`config.mk`:
```
export PLATFORM = sky130hd
export DESIGN_NAME = door_close_timeout_controller
export DESIGN_NICKNAME = d
export VERILOG_FILES = /design/src/design/dctc_pkg.sv /design/src/design/dctc_cfg.sv /design/src/design/door_close_timeout_controller.sv
export SDC_FILE = /design/constraint.sdc
export NUM_CORES = 1
export LEC_CHECK = 0
export ABC_AREA = 0
export BUFFER_PORTS_ARGS = -buffer_cell sky130_fd_sc_hd__buf_2
export CORE_AREA = 4 4 146 78
export CTS_CLUSTER_DIAMETER = 30
export CTS_CLUSTER_SIZE = 40
export DETAILED_ROUTE_END_ITERATION = 6
export DIE_AREA = 0 0 150 82
export GPL_TIMING_DRIVEN = 0
export PLACE_DENSITY = 0.84
export SLEW_MARGIN = 20
export SYNTH_ARGS = -nofsm -noshare
export SYNTH_HDL_FRONTEND = slang
export SYNTH_SLANG_ARGS = --single-unit
```
`constraint.sdc`:
```
create_clock -name aclk -period 2.85 [get_ports aclk]
set_clock_uncertainty 0.2 [all_clocks]
set_input_delay 0.57 -clock aclk [delete_from_list [all_inputs] [get_ports aclk]]
set_output_delay 0.57 -clock aclk [all_outputs]
set_load 0.02 [all_outputs]
```
`src/design/dctc_pkg.sv`:
```
`timescale 1ns / 1ps

package dctc_pkg;

    localparam int IVL_W          = 24;
    localparam int SPEED_W        = 8;
    localparam int CFG_IDX_W      = 8;
    localparam int STATE_W        = 3;
    localparam int TIMER_BITS_DEF = 24;
    localparam int TIMER_BITS_MAX = 32;

    // Register indexes on the configuration port
    localparam logic [CFG_IDX_W-1:0] REG_OPEN_IVL   = 8'd0;
    localparam logic [CFG_IDX_W-1:0] REG_NOTIFY_IVL = 8'd1;
    localparam logic [CFG_IDX_W-1:0] REG_CLOSE_IVL  = 8'd2;
    localparam logic [CFG_IDX_W-1:0] REG_MOTOR_SPD  = 8'd3;
    localparam logic [CFG_IDX_W-1:0] REG_SOUND_EN   = 8'd4;

    // Reported state codes
    localparam logic [STATE_W-1:0] CODE_CLOSED  = 3'd0;
    localparam logic [STATE_W-1:0] CODE_OPENED  = 3'd1;
    localparam logic [STATE_W-1:0] CODE_NOTIFY  = 3'd2;
    localparam logic [STATE_W-1:0] CODE_CLOSING = 3'd3;
    localparam logic [STATE_W-1:0] CODE_STUCK   = 3'd4;

    typedef enum logic [4:0] {
        MODE_CLOSED  = 5'b00001,
        MODE_OPENED  = 5'b00010,
        MODE_NOTIFY  = 5'b00100,
        MODE_CLOSING = 5'b01000,
        MODE_STUCK   = 5'b10000
    } mode_t;

    typedef struct packed {
        logic [IVL_W-1:0]   open_ivl;
        logic [IVL_W-1:0]   notify_ivl;
        logic [IVL_W-1:0]   close_ivl;
        logic [SPEED_W-1:0] close_duty;
        logic               sound_en;
    } cfg_t;

    function automatic logic [STATE_W-1:0] mode_code(input mode_t mode);
        logic [STATE_W-1:0] code;
        case (mode)
            MODE_CLOSED:  code = CODE_CLOSED;
            MODE_OPENED:  code = CODE_OPENED;
            MODE_NOTIFY:  code = CODE_NOTIFY;
            MODE_CLOSING: code = CODE_CLOSING;
            MODE_STUCK:   code = CODE_STUCK;
            default:      code = CODE_CLOSED;
        endcase
        return code;
    endfunction

endpackage

```
`src/design/dctc_cfg.sv`:
```
`timescale 1ns / 1ps

module dctc_cfg (
    input  logic                              aclk,
    input  logic                              aresetn,
    input  logic                              cfg_valid,
    output logic                              cfg_ready,
    input  logic [dctc_pkg::CFG_IDX_W-1:0]    cfg_index,
    input  logic [dctc_pkg::IVL_W-1:0]        cfg_data,
    output dctc_pkg::cfg_t                    cfg
);

    dctc_pkg::cfg_t cfg_reg;
    dctc_pkg::cfg_t cfg_next;

    assign cfg_ready = 1'b1;
    assign cfg       = cfg_reg;

    always_comb begin
        cfg_next = cfg_reg;
        if (cfg_valid) begin
            case (cfg_index)
                dctc_pkg::REG_OPEN_IVL:   cfg_next.open_ivl    = cfg_data;
                dctc_pkg::REG_NOTIFY_IVL: cfg_next.notify_ivl  = cfg_data;
                dctc_pkg::REG_CLOSE_IVL:  cfg_next.close_ivl   = cfg_data;
                dctc_pkg::REG_MOTOR_SPD:
                    cfg_next.close_duty = cfg_data[dctc_pkg::SPEED_W-1:0];
                dctc_pkg::REG_SOUND_EN:   cfg_next.sound_en    = cfg_data[0];
                default: ; // drop writes to unknown indexes
            endcase
        end
    end

    always_ff @(posedge aclk) begin
        if (!aresetn) begin
            cfg_reg.open_ivl    <= 24'd10000;
            cfg_reg.notify_ivl  <= 24'd5000;
            cfg_reg.close_ivl   <= 24'd5000;
            cfg_reg.close_duty  <= 8'd200;
            cfg_reg.sound_en    <= 1'b1;
        end else begin
            cfg_reg <= cfg_next;
        end
    end

endmodule

```
`src/design/door_close_timeout_controller.sv`:
```
`timescale 1ns / 1ps
// Latency: a tick accepted at one edge shows its result beat from the next cycle on.
// Throughput: one tick per cycle; the result register frees as its beat leaves, so
// s_ready stays high while m_ready is high. The single state/countdown update sets it.
// Reset (aresetn low, synchronous): closed, countdown zero, alarm clear, no result
// pending, configuration registers back to their defaults.
module door_close_timeout_controller #(
    parameter int TIMER_BITS = dctc_pkg::TIMER_BITS_DEF
) (
    input  logic                                aclk,
    input  logic                                aresetn,
    input  logic                                s_valid,
    output logic                                s_ready,
    input  logic                                s_door_closed_level,
    output logic                                m_valid,
    input  logic                                m_ready,
    output logic [dctc_pkg::STATE_W-1:0]        m_door_state,
    output logic [dctc_pkg::SPEED_W-1:0]        m_motor_duty,
    output logic                                m_buzzer_on,
    output logic                                m_alarm_flag,
    input  logic                                cfg_valid,
    output logic                                cfg_ready,
    input  logic [dctc_pkg::CFG_IDX_W-1:0]      cfg_index,
    input  logic [dctc_pkg::IVL_W-1:0]          cfg_data
);

    localparam int W = dctc_pkg::TIMER_BITS_MAX;
    localparam logic [W-1:0] TIMER_MAX = {W{1'b1}} >> (W - TIMER_BITS);

    dctc_pkg::cfg_t cfg;

    dctc_cfg u_cfg (
        .aclk      (aclk),
        .aresetn   (aresetn),
        .cfg_valid (cfg_valid),
        .cfg_ready (cfg_ready),
        .cfg_index (cfg_index),
        .cfg_data  (cfg_data),
        .cfg       (cfg)
    );

    dctc_pkg::mode_t           mode_reg, mode_next;
    logic [TIMER_BITS-1:0]     cnt_reg, cnt_next;
    logic                      alarm_reg, alarm_next;
    logic                      out_valid_reg;
    logic [dctc_pkg::STATE_W-1:0] state_reg;
    logic [dctc_pkg::SPEED_W-1:0] duty_reg;
    logic                      buzz_reg;
    logic                      accept;

    function automatic logic [TIMER_BITS-1:0] sat_load(input logic [dctc_pkg::IVL_W-1:0] ivl);
        logic [W-1:0] ext;
        ext = {{(W - dctc_pkg::IVL_W){1'b0}}, ivl};
        if (ext > TIMER_MAX) begin
            ext = TIMER_MAX;
        end
        return ext[TIMER_BITS-1:0];
    endfunction

    assign s_ready = !out_valid_reg || m_ready;
    assign accept  = s_valid && s_ready;

    always_comb begin
        mode_next  = mode_reg;
        cnt_next   = cnt_reg;
        alarm_next = alarm_reg;
        case (mode_reg)
            dctc_pkg::MODE_CLOSED: begin
                if (!s_door_closed_level) begin
                    mode_next = dctc_pkg::MODE_OPENED;
                    cnt_next  = sat_load(cfg.open_ivl);
                end
            end
            dctc_pkg::MODE_OPENED, dctc_pkg::MODE_NOTIFY, dctc_pkg::MODE_CLOSING: begin
                if (s_door_closed_level) begin
                    mode_next  = dctc_pkg::MODE_CLOSED;
                    alarm_next = 1'b0;
                end else if (cnt_reg != '0) begin
                    cnt_next = cnt_reg - 1'b1;
                end else if (mode_reg == dctc_pkg::MODE_OPENED) begin
                    mode_next = dctc_pkg::MODE_NOTIFY;
                    cnt_next  = sat_load(cfg.notify_ivl);
                end else if (mode_reg == dctc_pkg::MODE_NOTIFY) begin
                    mode_next = dctc_pkg::MODE_CLOSING;
                    cnt_next  = sat_load(cfg.close_ivl);
                end else begin
                    mode_next  = dctc_pkg::MODE_STUCK;
                    alarm_next = 1'b1;
                end
            end
            dctc_pkg::MODE_STUCK: begin
                if (s_door_closed_level) begin
                    mode_next  = dctc_pkg::MODE_CLOSED;
                    alarm_next = 1'b0;
                end
            end
            default: begin
                mode_next  = dctc_pkg::MODE_CLOSED;
                alarm_next = 1'b0;
            end
        endcase
    end

    always_ff @(posedge aclk) begin
        if (!aresetn) begin
            mode_reg      <= dctc_pkg::MODE_CLOSED;
            cnt_reg       <= '0;
            alarm_reg     <= 1'b0;
            out_valid_reg <= 1'b0;
        end else begin
            if (accept) begin
                mode_reg  <= mode_next;
                cnt_reg   <= cnt_next;
                alarm_reg <= alarm_next;
            end
            if (accept) begin
                out_valid_reg <= 1'b1;
            end else if (m_ready) begin
                out_valid_reg <= 1'b0;
            end
        end
    end

    // Result payload follows the post-update state of each accepted tick
    always_ff @(posedge aclk) begin
        if (accept) begin
            state_reg <= dctc_pkg::mode_code(mode_next);
            duty_reg  <= (mode_next == dctc_pkg::MODE_CLOSING) ? cfg.close_duty : '0;
            buzz_reg  <= cfg.sound_en && ((mode_next == dctc_pkg::MODE_NOTIFY) ||
                                          (mode_next == dctc_pkg::MODE_STUCK));
        end
    end

    assign m_valid      = out_valid_reg;
    assign m_door_state = state_reg;
    assign m_motor_duty = duty_reg;
    assign m_buzzer_on  = buzz_reg;
    assign m_alarm_flag = alarm_reg;

endmodule

```
==> run_results.csv <==
group,metric,value,unit
run_status,run_status,"complete, no violations",
grt,antenna_found_initial,0,
routing,drt_first_iter_violations,740,
placement,port_buffers,51,
clock_network,clock_tree.root_cell,"clkbuf_16",
sta,setup_viol_count_final,0,
power_and_ir_drop,powerDensity,647,nW/um^2
sta,final_max_slew_viol_count,0,
synthesis,post_syn_area_per_cell,8.54,sq um
finish,finish.utilization,0.688,
floorplanning,die_height,82,um
synthesis,synthesis.nets,721,
critical_path,critical_path.n_buffers_inverters,3,
routing,route.antenna.remaining_nets,0,
synthesis,edff_count_synth,12,
floorplanning,core_area,10000,sq um
power_and_ir_drop,post-layout-total-power,4.46,mW
critical_path,cp_data_required_time,2.93,ns
routing,routedWlPerCell,19.6,um
routing,vias,5536,
sta,final.period_utilization,0.965,
clock_network,numCtsBuffers,17,
synthesis,yosysSeqAreaShare,0.447,
critical_path,timing.critical_path.from_type,"register",
synthesis,mappedNetlistArea,5820,sq um
sta,report.final.hold_viol_count,0,
finish,post_route_cells_drive_above_1_share,0.170,
synthesis,ys_types,62,
synthesis,ys_ff_latch,124,
grt,groute.usage.overall,0.295,
clock_network,num_clock_sinks,124,
critical_path,timing.critical_path.arrival,2.83,ns
critical_path,worstPathMaxFanout,10,
sta,timing.final.crit_period,2.75,ns
clock_network,worstSkewPairLatency,0.42,ns
routing,drt_wl_total,17800,um
min_path,min_delay_src,"cfg_data[8]",
finish,nets,795,
sta,rsz0062_at_grt,"true",
finish,final-seq-area,2600,sq um
sta,relSlewSlack,0.475,
finish,largest_register_ff_count,81,
critical_path,worst-setup-path-type,"reg -> reg",
critical_path,startpoint_of_the_most_critical_register_to_register_path,"mode_reg[4]$_SDFFE_PN0P_",
floorplanning,die_area,12300,sq um
placement,placedCellCount,873,
clock_network,ctsHoldBuffers,0,
finish,syn_to_final_growth,18.3,%
flow_run,max-cap-violations,0,
floorplanning,rows,26,
critical_path,cp-startpoint,"mode_reg[4]$_SDFFE_PN0P_",
finish,diodes,0,
routing,dr.pass1.iters,6,
grt,first_global_vias,5041,
sta,tightestPinTransition,0.787,ns
clock_network,ctsHtreeMaxLevel,4,
routing,drcViolationCount,0,
clock_network,clk_pin_slew_worst_paths,0.06,ns
critical_path,largest_stage_delay_on_the_critical_path,0.40,ns
floorplanning,die_width,150,um
finish,multi_input_area,2950,sq um
finish,stdcell_area,6890,sq um
critical_path,path_delay_family,"compound AO/OA/AOI/OAI gates",
critical_path,crit_path_end_kind,"register",
floorplanning,boundaryPins,54,
placement,placed_cell_area,6250,sq um
critical_path,path_common_cell,"buf_2",
synthesis,async_reset_ff_frac,0,
grt,grt_max_degree,17,
finish,n_fill_cell,791,
synthesis,postSynth.topFlopCell,"dfxtp_1",
clock_network,cts-root-to-sink-buffers,2,
finish,final_cell_count_without_fillers,909,
min_path,kind_of_path_behind_the_tightest_hold_check,"in -> reg",
synthesis,syn-instance-count,682,
synthesis,yosys_warnings,0,
critical_path,crit_slowest_cell,"or2_2",
power_and_ir_drop,cellLeakagePower,2.66,nW
grt,grt-ovfl-total,0,
critical_path,crit_path_cell_trace,"clkbuf_1, or2_2, a211oi_1, o21ai_0, a21oi_1, buf_2, buf_2, a31oi_1",
floorplanning,start_util,0.581,
placement,hpwlAfterDp,11800,um
placement,place.gp.congestion,0.972,
routing,post_drt_via_cell_ratio,6.09,
grt,first_pass_grt_wire_length,27400,um
clock_network,tritoncts_clock_tree,"built",
sta,achievable-frequency,0.363,GHz
power_and_ir_drop,power.ir.vdd_worst,0.457,mV
[through the flow]
step	hold WS [ns]	worst slack [ns]	setup TNS [ns]
2_1_floorplan	0.232	0.187	0
3_3_place_gp	0.241	-0.219	-10.39
3_5_place_dp	0.245	-0.262	-12.62
4_1_cts	0.191	0.0996	0
5_1_grt	0.210	-0.0195	-0.127
6_report	0.189	0.0986	0
[cells in the final DEF (no fill, tap or decap), drive strengths merged, types with 2 or more instances in the layout]
cell,n
buf,81
or3,7
a21boi,18
inv,8
xor2,9
a31oi,14
nand3,35
and2,8
clkinv,6
nor3,13
clkbuf,44
nor2b,8
nand2b,2
edfxtp,12
bufinv,2
dfxtp,112
nand4,3
o211ai,11
or2,4
o21a,2
clkinvlp,5
a21oi,47
o21ai,30
xnor2,6
a211oi,13
o31ai,3
or4,6
and3,4
o41ai,2
o21bai,2
nand2,145
nor4,7
nor2,34
o22ai,2
nor3b,4
a31o,4
mux2i,43
[synth_stat cells, types with 2 or more instances]
cell,instances,share of area
xnor2_1,6,0.0090
buf_6,6,0.012
mux2i_1,43,0.074
a21boi_1,9,0.012
o22ai_1,2,0.0021
or2_1,2,0.0021
buf_2,18,0.015
o211ai_1,11,0.014
a211oi_1,13,0.017
nor2b_1,8,0.0086
or3_1,5,0.0054
and2_1,8,0.0086
o41ai_1,2,0.0030
nor4_1,5,0.0054
a31oi_1,14,0.015
inv_1,6,0.0039
clkbuf_1,25,0.016
a31o_2,3,0.0045
nand3_1,34,0.029
nand4_1,2,0.0021
o21a_1,2,0.0026
nor3_1,10,0.0086
nor2_1,34,0.022
and3_1,4,0.0043
o31ai_1,3,0.0039
edfxtp_1,12,0.062
dfxtp_1,112,0.38
xor2_1,9,0.014
or4_1,6,0.0077
a21boi_0,9,0.012
o21ai_0,30,0.026
nand2_1,145,0.093
or3_4,2,0.0039
nor3_2,2,0.0034
buf_4,2,0.0026
o21bai_1,2,0.0026
a21oi_1,47,0.040
or2_2,2,0.0021
nand2b_1,2,0.0021
nor3b_1,3,0.0039
[area by class of cell]
class	instances	share of cell area
Inverter	7	0.00381
Multi-Input combinational cell	499	0.428
Tap cell	140	0.0254
Buffer	52	0.0398
Sequential cell	124	0.378
Timing Repair Buffer	55	0.0414
Clock buffer	18	0.0623
Clock inverter	14	0.0212
[final timing paths]
check | end | slack (ns) | cells after the start
max | cnt_reg[13]$_SDFFE_PN0P_ | 0.1 | 8
min | u_cfg.cfg[65]$_SDFFE_PN1P_ | 0.19 | 3
max reg2reg | cnt_reg[13]$_SDFFE_PN0P_ | 0.1 | 8
min reg2reg | u_cfg.cfg[44]$_SDFFE_PN0P_ | 0.25 | 2
[metal layers]
layer  part of all wire  vias up  track usage
li1                   -     2541            -
met1               0.43     2609        0.404
met2               0.42      340        0.450
met3               0.12       46       0.0788
met4              0.030        0        0.110
met5                  0        -            0
[timing repair]
item	4_1_cts	5_1_grt
resized for setup	0	8
pin swaps	0	2
buffers inserted	2	2
endpoints found under the setup margin	16	25
[worst register-to-register path, delay by kind of cell (launching register included)]
| kind | cells | cell delay, ns |
|---|---|---|
| compound gates | 4 | 0.93 |
| flops | 1 | 0.29 |
| simple gates | 1 | 0.40 |
| buf+inv | 3 | 0.79 |
[logic make-up (layout without fill, tap and decap cells)]
logic type | count (synthesis) | after routing | synth area share
adders and majority gates | 1 | 1 | 0.00215
xor gates and xnor gates | 15 | 15 | 0.0226
DFF | 124 | 124 | 0.447
AOI/OAI and AO/OA | 155 | 155 | 0.166
buffers and inverters | 59 | 146 | 0.0511
other | 1 | 1 | 0.000644
muxes | 43 | 43 | 0.0739
and+or+nand+nor | 284 | 284 | 0.236
[report_power, final]
| part | internal [mW] | switching [mW] |
|---|---|---|
| Clock | 1.29 | 0.830 |
| Combinational | 0.182 | 0.331 |
| Sequential | 1.79 | 0.0357 |
| Total | 3.26 | 1.20 |
Power figures use the tool's default switching activity.
